==> src/rtl/core/pasm_pkg.sv <==
// ----------------------------------------------------------------------------
// pasm_pkg
// Shared types and constants for the polynomial add/sub/multiply unit.
// ----------------------------------------------------------------------------
package pasm_pkg;

  localparam int COEF_W = 32;  // Q16.16 coefficient
  localparam int FRAC_W = 16;
  localparam int DEG_W  = 5;
  localparam int POW_W  = 6;   // result power port
  localparam int OP_W   = 2;
  localparam int MODE_W = 2;
  localparam int IDX_W  = 2;   // config register index
  localparam int CFG_W  = 5;   // widest config register
  localparam int PROD_W = 2 * COEF_W;
  // 32 full-scale products plus rounding offset need 69 bits signed
  localparam int ACC_W  = 70;

  localparam logic [OP_W-1:0] OP_WR_A    = 2'd0;
  localparam logic [OP_W-1:0] OP_WR_B    = 2'd1;
  localparam logic [OP_W-1:0] OP_COMPUTE = 2'd2;

  localparam logic [MODE_W-1:0] MODE_ADD = 2'd0;
  localparam logic [MODE_W-1:0] MODE_SUB = 2'd1;
  localparam logic [MODE_W-1:0] MODE_MUL = 2'd2;

  localparam logic [IDX_W-1:0] REG_MODE  = 2'd0;
  localparam logic [IDX_W-1:0] REG_DEG_A = 2'd1;
  localparam logic [IDX_W-1:0] REG_DEG_B = 2'd2;

  localparam logic [ACC_W-1:0] ROUND_INIT = ACC_W'(1) << (FRAC_W - 1);

  // one term issued to the arithmetic unit
  typedef struct packed {
    logic valid;
    logic first;
    logic last;
    logic mul;
    logic sub;
    logic a_en;
    logic b_en;
  } mac_ctl_t;

  // finished coefficient from the arithmetic unit
  typedef struct packed {
    logic              done;
    logic              sat;
    logic [COEF_W-1:0] value;
  } mac_res_t;

endpackage

==> src/rtl/core/pasm_mac.sv <==
// ----------------------------------------------------------------------------
// pasm_mac
// Shared arithmetic unit: multiply or add/sub stage, wide accumulator,
// then round to Q16.16 and saturate to 32 bits.
// ----------------------------------------------------------------------------
module pasm_mac
  import pasm_pkg::*;
(
  input  logic              clk,
  input  logic              rst,
  input  mac_ctl_t          ctl,
  input  logic [COEF_W-1:0] a_data,
  input  logic [COEF_W-1:0] b_data,
  output mac_res_t          res
);

  localparam int SH_W = ACC_W - FRAC_W;

  mac_ctl_t                  ctl_q1;
  mac_ctl_t                  ctl_q2;
  logic                      fin;
  logic signed [PROD_W-1:0]  term;
  logic signed [PROD_W-1:0]  term_next;
  logic signed [PROD_W-1:0]  prod;
  logic signed [COEF_W:0]    av;
  logic signed [COEF_W:0]    bv;
  logic signed [COEF_W:0]    sum;
  logic [ACC_W-1:0]          acc;
  logic [SH_W-1:0]           shifted;
  logic [SH_W-COEF_W:0]      high_bits;
  logic                      fits;

  assign prod = signed'(a_data) * signed'(b_data);
  assign av   = ctl_q1.a_en ? {a_data[COEF_W-1], a_data} : '0;
  assign bv   = ctl_q1.b_en ? {b_data[COEF_W-1], b_data} : '0;
  assign sum  = ctl_q1.sub ? av - bv : av + bv;

  // add/sub terms are lifted by 16 bits so they share the rounding path
  assign term_next = ctl_q1.mul ? prod
                   : {{(PROD_W - COEF_W - 1 - FRAC_W){sum[COEF_W]}}, sum, {FRAC_W{1'b0}}};

  assign shifted   = acc[ACC_W-1:FRAC_W];
  assign high_bits = shifted[SH_W-1:COEF_W-1];
  assign fits      = (&high_bits) | ~(|high_bits);

  always_ff @(posedge clk) begin
    if (rst) begin
      ctl_q1   <= '0;
      ctl_q2   <= '0;
      fin      <= 1'b0;
      res.done <= 1'b0;
    end else begin
      ctl_q1   <= ctl;
      ctl_q2   <= ctl_q1;
      fin      <= ctl_q2.valid & ctl_q2.last;
      res.done <= fin;
    end
    term <= term_next;
    if (ctl_q2.valid) begin
      acc <= (ctl_q2.first ? ROUND_INIT : acc) + {{(ACC_W - PROD_W){term[PROD_W-1]}}, term};
    end
    if (fin) begin
      res.sat <= ~fits;
      if (fits) begin
        res.value <= shifted[COEF_W-1:0];
      end else if (shifted[SH_W-1]) begin
        res.value <= {1'b1, {(COEF_W - 1){1'b0}}};
      end else begin
        res.value <= {1'b0, {(COEF_W - 1){1'b1}}};
      end
    end
  end

endmodule

==> config.mk <==
export PLATFORM = sky130hd
export DESIGN_NAME = pasm_mac
export DESIGN_NICKNAME = d
export VERILOG_FILES = /design/src/rtl/core/pasm_pkg.sv /design/src/rtl/core/pasm_mac.sv
export SDC_FILE = /design/constraint.sdc
export NUM_CORES = 2
export LEC_CHECK = 0
export ABC_AREA = 1
export BUFFER_PORTS_ARGS = -buffer_cell sky130_fd_sc_hd__buf_2
export CAP_MARGIN = 5
export CORE_MARGIN = 2
export CORE_UTILIZATION = 35
export CTS_CLUSTER_DIAMETER = 200
export DETAILED_ROUTE_END_ITERATION = 16
export PLACE_DENSITY = 0.59
export SYNTH_ARGS = -nofsm -noshare
export SYNTH_HDL_FRONTEND = slang
export SYNTH_SLANG_ARGS = --single-unit
==> constraint.sdc <==
create_clock -name clk -period 18.1 [get_ports clk]
set_clock_uncertainty 0.05 [all_clocks]
set_input_delay 2.715 -clock clk [delete_from_list [all_inputs] [get_ports clk]]
set_output_delay 2.715 -clock clk [all_outputs]
set_load 0.03 [all_outputs]
==> results.md <==
- The flow ran to the end, and the final reports show no timing, DRC or antenna violations.
- The number of antenna violations at the first check in global routing is 8.
- The tool flagged a number of max-cap violations equal to 0.
- Entering global routing, the biggest net connects slightly above 70 pins.
- The clock sink count is 179.
- Once placement completed, the tool counted placed cells totaling slightly above 9k.
- The number of setup violations in the final report is 0.
- The detail-routed net length per standard cell is approximately 19 um.
- On the worst path, the slowest cell contributes a delay of 0.87 ns.
- The total global routing track utilization is 23.2%.
- The clock tree root buffer cell is sky130_fd_sc_hd__clkbuf_16.
- The timing endpoint of the critical path is term[54].
- The detailed-placement wirelength estimate is 148 mm.
- The critical path startpoint is b_data[6].
- The starting density of the core is a little over a third.
- The number of placement rows is 143.
- The via count of the first global-routing pass is around 47k.
- The detailed-route vias per instance is between 4 and 5.
- The required time at the worst-slack endpoint is ~18 ns.
- After synthesis the cells add up to about 54,000 sq um.
- The top cell types in the final layout, fill and taps aside, are 2,072 x sky130_fd_sc_hd__nand2_1, 2,047 x sky130_fd_sc_hd__inv_1, 1,084 x sky130_fd_sc_hd__fa_1, 425 x sky130_fd_sc_hd__nor2_1, 286 x sky130_fd_sc_hd__ha_1.
- After layout, the minimum clock period comes to ~10 ns.
- In this run the worst hold path is classified as register to register.
- In the final layout, the multi-input gates occupy between 40,000 and 50,000 sq um.
- Once detail routing completed, the nets flagged for antenna violations numbered 0.
- The count of pins over their slew limit is 0.
- The critical path runs through a total of 29 cells.
- At the end of the flow, the number of nets in the layout was about 8.7k.
- Global routing finished with a remaining overflow of 0.
- The clock latency of the later-clocked register in the worst-skew pair is between 0.5 and 0.6 ns.
- The ratio of final minimum period to clock period is between 50 and 60%.
- The worst-margin pin slew is roughly 1.1 ns.
- When the netlist entered floorplanning its net count stood at 8,793.
- The area inside the core boundary is around 150,000 sq um.
- The critical path's slowest cell is sky130_fd_sc_hd__fa_1.
- The endpoint identified for the worst register-to-register timing path is acc[49].
- The library cell used most frequently in the layout, excluding fill and tap cells, is sky130_fd_sc_hd__nand2_1.
- The hold buffer count at CTS is 0.
- The hold violation count in the final report came to 0.
- The routability congestion estimate is a little under 1.
- The share of layout cells above drive strength 1 is ~3.2%.
- The detailed-routing iteration count for the pre-antenna-repair pass is 8.
- Setup slack on the worst reg-to-reg path comes out at between 10 and 15 ns.
- Pin placement for this block handled ~110 I/O pins.
- The number of instances in the synthesized netlist is between 7k and 8k.
- The synthesized area per cell is roughly 7.3 sq um.
- The wire length of the first global-routing pass is around 280 mm.
- The number of buffers on the longest clock path is 2.
- The number of violations reported at the end of detailed-routing iteration 0 is roughly 3.4k.
- The remaining max-slew budget at the tightest pin is between 20 and 30%.
- The worst register-to-register path begins at ctl_q2[5].
- After clock tree synthesis, the clock-pin slew on the worst setup and hold paths is about 0.090 ns.
- The die is roughly 400 um wide.
- STA classifies the critical path startpoint as a primary input.
- The synthesis-to-finish area growth is 5.21%.
- The count of cells along the worst register-to-register path is 14.
- Setup total negative slack on the finished layout was measured at 0 ns.
- The final route contains 44.6k vias.
- After detailed routing, the number of remaining DRC violations is 0.
- Setup repair after global routing left no endpoint under its margin.
- The H-tree generated during clock tree synthesis spans 4 levels.
- The number of synthesis warnings is 0.
- The peak fanout along the critical path is 34.
- The cell class contributing the biggest share of worst-path delay is adder cells.
- The final wirelength is 177 mm.
- The post-cts gate resize count is 0.
- The TritonCTS clock tree is built.
- The sequential-to-total area share from yosys stat is 8.59%.
- Counting both buffers and inverters, the worst setup path holds a total of 9.
- Registers take approximately 4600 sq um.
- Measured on the finished design, the core utilization comes to approximately 37%.
- The finished layout holds 9,263 standard cells, fillers aside.
- The number of buffers inserted by post-CTS setup repair is 0.
- Port buffering added between 100 and 150 buffers.
- After filler insertion, the fill cell instance count of the layout stands at ~16k.
- The die height is ~400 um.
- Data arrives at the worst endpoint at 10.79 ns.
- The clock buffer count from CTS is 17.
- In this run, distinct cell masters in the synthesized netlist total around 40.
- For this run, the top clock speed supported by timing is 95.6 MHz.
- The worst setup path is of the primary input to register kind.
- The worst setup path is captured at a register.
- The die covers between 150,000 and 200,000 sq um.
- The count of state elements after synthesis is about 180.
-- logic make-up (layout without fill, tap and decap cells) --
family,count (synthesis),count (layout),share of synthesized area (%)
adder cells (fa/ha/maj),1370,1370,47.0
XOR/XNOR,91,91,1.48
buffers and inverters,2342,2223,16.5
other,0,2,0
AO/OA/AOI/OAI,498,498,5.00
flip-flops,179,179,8.59
AND/OR/NAND/NOR,2870,2870,21.4
-- registers in the layout, summed over array words and instances, names as in the netlist --
| signal | cells |
|---|---|
| acc | 70 |
| ctl_q1 | 7 |
| fin | 1 |
| term | 64 |
| res | 34 |
| ctl_q2 | 3 |
-- per-layer routing --
layer	up-vias	GRT usage (%)	part of all wire [%]
met5	-	0	0.0068
met4	2	4.98	2.1
met3	194	2.42	5.9
met2	1410	39.8	48
met1	22131	31.5	44
li1	20865	-	-
-- how the worst min path moves through the flow --
stage	from	to	slack (ns)	depth (start not counted)
3_5_place_dp	ctl_q1[5]	ctl_q2[5]	0.34	2
6_report	ctl_q1[5]	ctl_q2[5]	0.35	2
4_1_cts	ctl_q1[5]	ctl_q2[5]	0.35	2
2_1_floorplan	ctl_q1[4]	ctl_q2[4]	0.34	2
3_3_place_gp	ctl_q1[6]	ctl_q2[6]	0.34	2
5_1_grt	ctl_q1[6]	ctl_q2[6]	0.36	2
-- cell type report --
cell class / instances / share of cell area, %
diodes: 2 / 0.00885
clock buffers: 17 / 0.753
clock inverters: 15 / 0.305
inverters: 2048 / 13.6
multi-input cells: 4829 / 71.2
flip-flops and latches: 179 / 8.17
well taps: 2030 / 4.49
repair buffers: 143 / 1.43
-- tightest hold or removal path, stage by stage (launching register included) --
cell and delay (ns):
sky130_fd_sc_hd__dfxtp_1 0.30, sky130_fd_sc_hd__inv_1 0.04, sky130_fd_sc_hd__nor2_1 0.03
-- metrics by stage --
stage               worst slack, ns  area (sq um)  hold slack, ns
floorplan                      8.30         53700           0.338
global placement               7.20         55900           0.338
detailed placement             7.18         55900           0.337
CTS                            7.69         56500           0.347
global route                   7.12         56500           0.361
finish                         7.65         56500           0.348
-- synthesized netlist by cell type --
cell type / instances / share of area (%)
sky130_fd_sc_hd__a21boi_0: 8 / 0.11
sky130_fd_sc_hd__a21o_1: 10 / 0.14
sky130_fd_sc_hd__a21oi_1: 244 / 2.3
sky130_fd_sc_hd__a31oi_1: 2 / 0.023
sky130_fd_sc_hd__and2_1: 2 / 0.023
sky130_fd_sc_hd__and3_1: 7 / 0.081
sky130_fd_sc_hd__buf_1: 3 / 0.021
sky130_fd_sc_hd__buf_12: 2 / 0.075
sky130_fd_sc_hd__buf_6: 3 / 0.063
sky130_fd_sc_hd__clkbuf_1: 286 / 2.0
sky130_fd_sc_hd__dfxtp_1: 76 / 2.8
sky130_fd_sc_hd__edfxtp_1: 103 / 5.8
sky130_fd_sc_hd__fa_1: 1084 / 40
sky130_fd_sc_hd__ha_1: 286 / 6.7
sky130_fd_sc_hd__inv_1: 2047 / 14
sky130_fd_sc_hd__inv_2: 1 / 0.0070
sky130_fd_sc_hd__nand2_1: 2072 / 14
sky130_fd_sc_hd__nand2_2: 24 / 0.28
sky130_fd_sc_hd__nand2_4: 6 / 0.13
sky130_fd_sc_hd__nand2b_1: 2 / 0.023
sky130_fd_sc_hd__nand3_1: 196 / 1.8
sky130_fd_sc_hd__nand3_2: 1 / 0.019
sky130_fd_sc_hd__nand3_4: 1 / 0.033
sky130_fd_sc_hd__nand3b_1: 16 / 0.22
sky130_fd_sc_hd__nand4_1: 50 / 0.58
sky130_fd_sc_hd__nor2_1: 425 / 3.0
sky130_fd_sc_hd__nor2_2: 4 / 0.047
sky130_fd_sc_hd__nor2_4: 4 / 0.084
sky130_fd_sc_hd__nor3_1: 30 / 0.28
sky130_fd_sc_hd__nor3b_1: 1 / 0.014
sky130_fd_sc_hd__nor4_1: 18 / 0.21
sky130_fd_sc_hd__o211ai_1: 6 / 0.084
sky130_fd_sc_hd__o21a_1: 15 / 0.21
sky130_fd_sc_hd__o21ai_0: 173 / 1.6
sky130_fd_sc_hd__o21ai_1: 3 / 0.028
sky130_fd_sc_hd__o21bai_1: 33 / 0.46
sky130_fd_sc_hd__o22ai_1: 3 / 0.035
sky130_fd_sc_hd__o31ai_2: 1 / 0.023
sky130_fd_sc_hd__or2_2: 11 / 0.13
sky130_fd_sc_hd__xnor2_1: 16 / 0.26
sky130_fd_sc_hd__xor2_1: 75 / 1.2
Power is left out: the tool's default activity adds up to more than one toggle a clock period on the data nets, which glitch-free logic cannot reach.
