--- src/rtl/core/pasm_pkg.sv ---
// ----------------------------------------------------------------------------
// pasm_pkg
// Shared types and constants for the polynomial add/sub/multiply unit.
// ----------------------------------------------------------------------------
package pasm_pkg;

  localparam int COEF_W = 32;  // Q16.16 coefficient
  localparam int FRAC_W = 16;
  localparam int DEG_W  = 5;
  localparam int POW_W  = 6;   // result power port
  localparam int OP_W   = 2;
  localparam int MODE_W = 2;
  localparam int IDX_W  = 2;   // config register index
  localparam int CFG_W  = 5;   // widest config register
  localparam int PROD_W = 2 * COEF_W;
  // 32 full-scale products plus rounding offset need 69 bits signed
  localparam int ACC_W  = 70;

  localparam logic [OP_W-1:0] OP_WR_A    = 2'd0;
  localparam logic [OP_W-1:0] OP_WR_B    = 2'd1;
  localparam logic [OP_W-1:0] OP_COMPUTE = 2'd2;

  localparam logic [MODE_W-1:0] MODE_ADD = 2'd0;
  localparam logic [MODE_W-1:0] MODE_SUB = 2'd1;
  localparam logic [MODE_W-1:0] MODE_MUL = 2'd2;

  localparam logic [IDX_W-1:0] REG_MODE  = 2'd0;
  localparam logic [IDX_W-1:0] REG_DEG_A = 2'd1;
  localparam logic [IDX_W-1:0] REG_DEG_B = 2'd2;

  localparam logic [ACC_W-1:0] ROUND_INIT = ACC_W'(1) << (FRAC_W - 1);

  // one term issued to the arithmetic unit
  typedef struct packed {
    logic valid;
    logic first;
    logic last;
    logic mul;
    logic sub;
    logic a_en;
    logic b_en;
  } mac_ctl_t;

  // finished coefficient from the arithmetic unit
  typedef struct packed {
    logic              done;
    logic              sat;
    logic [COEF_W-1:0] value;
  } mac_res_t;

endpackage

--- src/rtl/core/pasm_coef_mem.sv ---
// ----------------------------------------------------------------------------
// pasm_coef_mem
// Coefficient store: one write port, one registered read port.
// ----------------------------------------------------------------------------
module pasm_coef_mem
  import pasm_pkg::*;
#(
  parameter int DEPTH = 32
) (
  input  logic                     clk,
  input  logic                     wr_en,
  input  logic [$clog2(DEPTH)-1:0] wr_addr,
  input  logic [COEF_W-1:0]        wr_data,
  input  logic [$clog2(DEPTH)-1:0] rd_addr,
  output logic [COEF_W-1:0]        rd_data
);

  logic [COEF_W-1:0] mem [DEPTH];

  always_ff @(posedge clk) begin
    if (wr_en) begin
      mem[wr_addr] <= wr_data;
    end
    rd_data <= mem[rd_addr];
  end

endmodule

--- config.mk ---
export PLATFORM = sky130hd
export DESIGN_NAME = pasm_coef_mem
export DESIGN_NICKNAME = d
export VERILOG_FILES = /design/src/rtl/core/pasm_pkg.sv /design/src/rtl/core/pasm_coef_mem.sv
export SDC_FILE = /design/constraint.sdc
export NUM_CORES = 1
export LEC_CHECK = 0
export BUFFER_PORTS_ARGS = -buffer_cell sky130_fd_sc_hd__buf_2
export CAP_MARGIN = 20
export CORE_ASPECT_RATIO = 1.5
export CORE_UTILIZATION = 54
export DETAILED_ROUTE_END_ITERATION = 16
export HOLD_SLACK_MARGIN = 0.03
export PLACE_DENSITY = 0.72
export RECOVER_POWER = 25
export REMOVE_ABC_BUFFERS = 1
export SLEW_MARGIN = 20
export SYNTH_ARGS = -nofsm -noshare
export SYNTH_HDL_FRONTEND = slang
export SYNTH_SLANG_ARGS = --single-unit
--- constraint.sdc ---
create_clock -name clk -period 3.4 [get_ports clk]
set_input_delay 0.17 -clock clk [delete_from_list [all_inputs] [get_ports clk]]
set_output_delay 0.17 -clock clk [all_outputs]
set_load 0.02 [all_outputs]
==> results of run 1 <==
==> final timing paths <==
kind,startpoint,to,slack [ns],depth (start not counted)
setup / recovery,rd_addr[2],rd_data[15]$_DFF_P_,1.30,7
hold / removal,wr_data[12],mem[24][12]$_DFFE_PP_,0.10,1
setup reg to reg,mem[1][15]$_DFFE_PP_,rd_data[15]$_DFF_P_,1.65,5
hold reg to reg,mem[17][18]$_DFFE_PP_,rd_data[18]$_DFF_P_,0.61,4
==> per-stage QoR <==
step	cell area, um2	hold WS (ns)
after floorplan	39700	0.269
final	45700	0.104
after detailed placement	42600	0.589
after CTS	45700	0.0372
after global placement	42600	0.582
after global routing	45700	0.119
==> sequential cells by signal, summed over array words and instances (netlist names) <==
signal / count
mem: 1024
rd_data: 32
==> power breakdown <==
group | leakage (nW) | switching [mW] | internal (mW) | total [mW]
Clock | 1.49 | 4.46 | 6.13 | 10.6
Sequential | 9.49 | 0.0648 | 14.5 | 14.5
Combinational | 4.88 | 1.01 | 0.456 | 1.46
Total | 15.9 | 5.53 | 21.1 | 26.6
==> synthesized netlist by cell type, drive strengths merged (32+ instances only) <==
master  count  share of area (%)
buf        79                1.4
nand3      98                1.2
nor2       34               0.32
a31oi      32               0.49
clkbuf     48               0.46
a22oi      96                1.8
a21oi      96                1.2
mux2i     512                 13
a22o       64                1.4
edfxtp   1024                 76
nor3       32               0.40
nand2      98               0.91
dfxtp      32                1.6
==> kinds of logic after synthesis <==
family	synth area share (%)
buffers and inverters	1.86
flip-flops	77.5
AND/OR/NAND/NOR	3.10
AO/OA/AOI/OAI	4.85
multiplexers	12.7
==> critical path, delay by kind of cell <==
family          cells  cell delay, ns
simple gates        3            1.02
buf+inv             2            0.67
compound gates      2            0.63
==> repair_timing <==
item                                   CTS  global route
endpoints found under the hold margin   59             0
resized for setup                        0             0
setup buffers                            0             0
hold buffers                             4             0
==> layer usage <==
layer / track usage [%] / vias to the layer above / wire length (um)
met2: 42.7 / 968 / 47700
met4: 9.41 / 0 / 2940
met3: 3.53 / 178 / 7060
li1: - / 9233 / -
met1: 34.0 / 10900 / 37400
met5: 0 / - / 0
==> area by class of cell <==
type	count	share of cell area, %
flip-flops and latches	1056	68.7
multi-input cells	1077	18.8
clock buffers	127	5.63
repair buffers	163	2.97
well taps	992	2.72
clock inverters	38	1.10
diodes	1	0.00548
==> run_results.csv, run 1 <==
group,metric,value,unit
drt,vias_per_cell,6.16,
power,power_leakage,15.9,nW
placed_design,place.gp.congestion,0.866,
clock_tree,htree_levels,3,
worst_setup_path,cp_data_required_time,3.83,ns
global_route,grt_usage,25.5,%
timing,skew,0.0186,ns
floorplan,core-area,74000,um2
finish,final_common_cell,"edfxtp_1",
worst_setup_path,slowest_delay,0.65,ns
worst_setup_path,cp_max_fo,46,
floorplan,die_h,337,um
global_route,grt_start_max_net_pins,68,
timing,period_share,61.7,%
floorplan,ioPinCount,76,
worst_setup_path,worst_ep_arrival_time,2.53,ns
power,peakVddDrop,408,uV
placed_design,dp_slack,0.910,ns
timing,rsz0062_at_grt,"no",
global_route,grt_pass1_vias,21300,
clock_tree,cts_tree,"done",
clock_tree,clockRootBuffer,"clkbuf_16",
logic_synthesis,synth_cells,2260,
timing,hold_viol_final,0,
worst_setup_path,crit_slowest_cell,"and2_4",
placed_design,dp_hpwl,57.3,mm
drt,wl,95.1,mm
timing,max_freq,0.477,GHz
status,outcome,"complete, but fails checks",
placed_design,dp_cells,3284,
finish,final_cell_mix,"edfxtp_1, mux2i_1, nand3_1",
logic_synthesis,synthArstFlopShare,0,%
floorplan,fp.dieArea,76100,um2
finish,fillers,5090,
worst_setup_path,crit_type,"primary input to register",
worst_setup_path,start_kind,"primary input",
finish,multiInputGateArea,8610,um2
worst_setup_path,worstSetupEndpointType,"register",
hold_path,worst_hold_path_type,"primary input to register",
finish,drive_gt1_share,13.2,%
logic_synthesis,avgSynthCellArea,17.9,um2
drt,wl_per_cell,27.5,um
clock_tree,cts_buffer_depth,3,
placed_design,portBuffers,75,
logic_synthesis,synth_area,40500,um2
worst_setup_path,worstPathCellList,"dlygate4sd3_1 -> buf_2 -> and2_4 -> a22o_1 -> nor3_1 -> a31oi_1 -> nand3_1",
global_route,grt_pass1_wl,139,mm
finish,regArea,31400,um2
timing,slew_headroom,-9.01,%
logic_synthesis,synth_seq_cells,1056,
logic_synthesis,synthFlopType,"edfxtp_1",
floorplan,row_count,122,
drt,first_pass_iters,6,
global_route,antenna_found_initial,1,
floorplan,start_util,54.7,%
logic_synthesis,yosys_warnings,0,
finish,final_cells,3454,
timing,setup-tns-final,0,ns
power,p_per_area,582,nW/um2
drt,drc,0,
timing,fin_crit,2.10,ns
clock_tree,clk_pin_slew,0.07,ns
flow_run,max-cap-violations,11,
status,violations,"max-capacitance violations, max-slew violations",
finish,final_util,61.7,%
drt,vias,21300,
finish,layout.nets,2431,
timing,worstMarginPinSlew,1.64,ns
finish,area_delta_synth_final,12.8,%
logic_synthesis,yosysUniqueCellTypes,25,
global_route,overflow,0,
floorplan,die_w,226,um
power,finalPower,26.6,mW
timing,slew_violations,362,
logic_synthesis,ys_seq_area_share,77.5,%
drt,drt_iter0_drc,2151,
timing,setup_viol,0,
logic_synthesis,synth-edff-count,1024,
timing,layout_setup_ws,1.30,ns
clock_tree,insertion_delay,0.65,ns
clock_tree,clock_sinks,1056,
drt,drtAntennaViolNets,0,
clock_tree,cts_buffers,89,
No activity file was read; power rests on OpenSTA's default activity.
==> inputs of run 2 (changes only) <==
PLACE_DENSITY = 0.75   (was 0.72)
clock period = 1.7 ns   (was 3.4 ns; I/O delays follow)
==> run 2 against run 1 <==
Via count grew 2.7%. Non-clock buffer count grew 118. The flow now finishes without violations. Critical path type unchanged. Worst hold slack about the same. Clock power grew 87%. Final area rose by 2.5%. Clock-buffer cell count decreased by 8. Die area stayed put. Clock skew increased by 0.010 ns. First-iteration DRC count rose by 4.8%. Critical endpoint is now rd_data[29]$_DFF_P_. Largest power group unchanged. Global-route usage grew 0.62 points. Sequential power increased by 100%.
==> run_results.csv, run 2 (synthesis results as in run 1) <==
group,metric,value,unit
status,outcome,"finished clean",
drt,vias,21800,
power,peakVddDrop,855,uV
clock_tree,postCtsSetupBuffers,0,
power,pwr-share-seq,55.9,%
finish,diodes,0,
global_route,use_met3,3.40,%
clock_tree,insertion_delay,0.65,ns
timing,fin_crit,1.65,ns
timing,skew,0.0288,ns
clock_tree,cts_tree,"done",
timing,layout_setup_ws,0.0481,ns
worst_setup_path,crit_type,"primary input to register",
timing,setup_viol,0,
finish,layout.nets,2550,
worst_setup_path,path_common_cell,"buf_12",
worst_setup_path,worstPathCellList,"buf_2 -> dlygate4sd3_1 -> nor2_4 -> buf_12 -> buf_12 -> a22o_1 -> nor3_1 -> a31oi_1 -> nand3_1",
drt,drtAntennaViolNets,0,
floorplan,die_w,226,um
floorplan,core-area,74000,um2
drt,vias_per_cell,6.12,
finish,area_delta_synth_final,15.7,%
drt,drc,0,
timing,slew_headroom,9.01,%
placed_design,dp_cells,3373,
drt,drt_iter0_drc,2254,
finish,largest_reg_flops,1024,
global_route,antenna_found_initial,2,
drt,wl_per_cell,27.3,um
floorplan,ioPinCount,76,
global_route,grt_pass1_wl,143,mm
clock_tree,cts_buffers,90,
floorplan,fp.dieArea,76100,um2
drt,first_pass_iters,6,
worst_setup_path,worst_ep_arrival_time,2.13,ns
timing,rsz0062_at_grt,"no",
drt,wl,97.6,mm
clock_tree,htree_levels,3,
placed_design,place.gp.congestion,0.828,
finish,final_common_cell,"edfxtp_1",
power,p_sw_share,20.9,%
hold_path,worst_hold_path_type,"primary input to register",
finish,final_cell_mix,"edfxtp_1, mux2i_1, nand3_1",
floorplan,row_count,122,
finish,final_cells,3570,
global_route,overflow,0,
worst_setup_path,cp_data_required_time,2.18,ns
worst_setup_path,cp_max_fo,25,
worst_setup_path,slowest_delay,0.59,ns
power,p_clk_share,38.2,%
clock_tree,cts_buffer_depth,3,
global_route,grt_usage,26.1,%
power,p_per_area,1110,nW/um2
timing,worstMarginPinSlew,1.36,ns
power,combPwrFrac,5.9,%
timing,slew_violations,0,
worst_setup_path,start_kind,"primary input",
floorplan,start_util,54.7,%
global_route,grt_start_max_net_pins,51,
clock_tree,clockRootBuffer,"clkbuf_16",
timing,period_share,97.2,%
timing,max_freq,0.605,GHz
worst_setup_path,crit_slowest_cell,"dlygate4sd3_1",
power,internal-power,41.1,mW
finish,reg_top3,"mem: 1024 flops, rd_data: 32 flops",
placed_design,dp_slack,-0.126,ns
power,power_leakage,16.4,nW
placed_design,portBuffers,75,
timing,hold_viol_final,0,
clock_tree,clk_pin_slew,0.07,ns
timing,setup-tns-final,0,ns
flow_run,max-cap-violations,0,
finish,drive_gt1_share,14.7,%
floorplan,die_h,337,um
clock_tree,clock_sinks,1056,
finish,fillers,4896,
global_route,use_met1,32.8,%
global_route,gr-usage-met2,45.3,%
worst_setup_path,worstSetupEndpointType,"register",
global_route,grt_pass1_vias,22400,
finish,largest-register,"mem",
global_route,busiest_layer,"met2",
placed_design,dp_hpwl,57.2,mm
power,power.switching,10.9,mW
[run 2: cell types whose count changed in the layout (fill, tap and decap cells not counted), sizes merged]
cell,change
inv,-5
dlygate4sd3,+29
bufinv,-5
clkinvlp,-6
buf,+76
clkbuf,+5
clkinv,+23
diode,-1
[run 2: cell type report]
class                   count  area (um2)  share of cell area (%)
repair buffers            281        2820                    6.01
multi-input cells        1077        8560                    18.3
flip-flops and latches   1056       31400                    67.0
clock buffers             119        2460                    5.25
well taps                 992        1240                    2.65
clock inverters            45         358                   0.764
[run 2: worst max-delay path: cells and delay by family]
kind | cells | cell delay (ns)
simple gates | 3 | 0.48
compound gates | 2 | 0.38
buf+inv | 4 | 1.14
[run 2: repair_timing]
action	CTS	global route
hold buffers	33	0
hold endpoints to repair	1025	0
resized for setup	0	0
[run 2: worst paths after layout]
check                   startpoint             endpoint  slack [ns]  depth (start not counted)
max                     rd_addr[2]  rd_data[29]$_DFF_P_        0.05                          9
min                     rd_addr[1]  rd_data[28]$_DFF_P_        0.10                          6
max reg2reg   mem[6][16]$_DFFE_PP_  rd_data[16]$_DFF_P_        0.17                          6
min reg2reg  mem[26][10]$_DFFE_PP_  rd_data[10]$_DFF_P_        0.60                          4
[run 2: power groups by stage]
stage	Sequential (mW)	Combinational [mW]	Clock (mW)
4_1_cts	29.1	3.08	20.0
3_5_place_dp	29.6	2.99	0
6_report	29.1	3.07	19.8
2_1_floorplan	29.7	1.16	0
5_1_grt	29.1	3.25	21.0
3_3_place_gp	29.6	2.92	0
[run 2: layer usage]
layer | routed length, um | share of wire (%)
met3 | 7300 | 7.5
met4 | 3940 | 4.0
met1 | 36300 | 37
met5 | 25 | 0.026
met2 | 50000 | 51
[run 2: metrics by stage]
step	hold slack, ns	instance area [um2]	util, %	total power [mW]
floorplan	0.184	39700	-	30.9
CTS	0.0604	47100	63.6	52.2
finish	0.105	46800	63.2	52.0
global placement	0.503	43900	59.3	32.5
global route	0.130	46800	63.2	53.3
detailed placement	0.501	43900	59.3	32.6
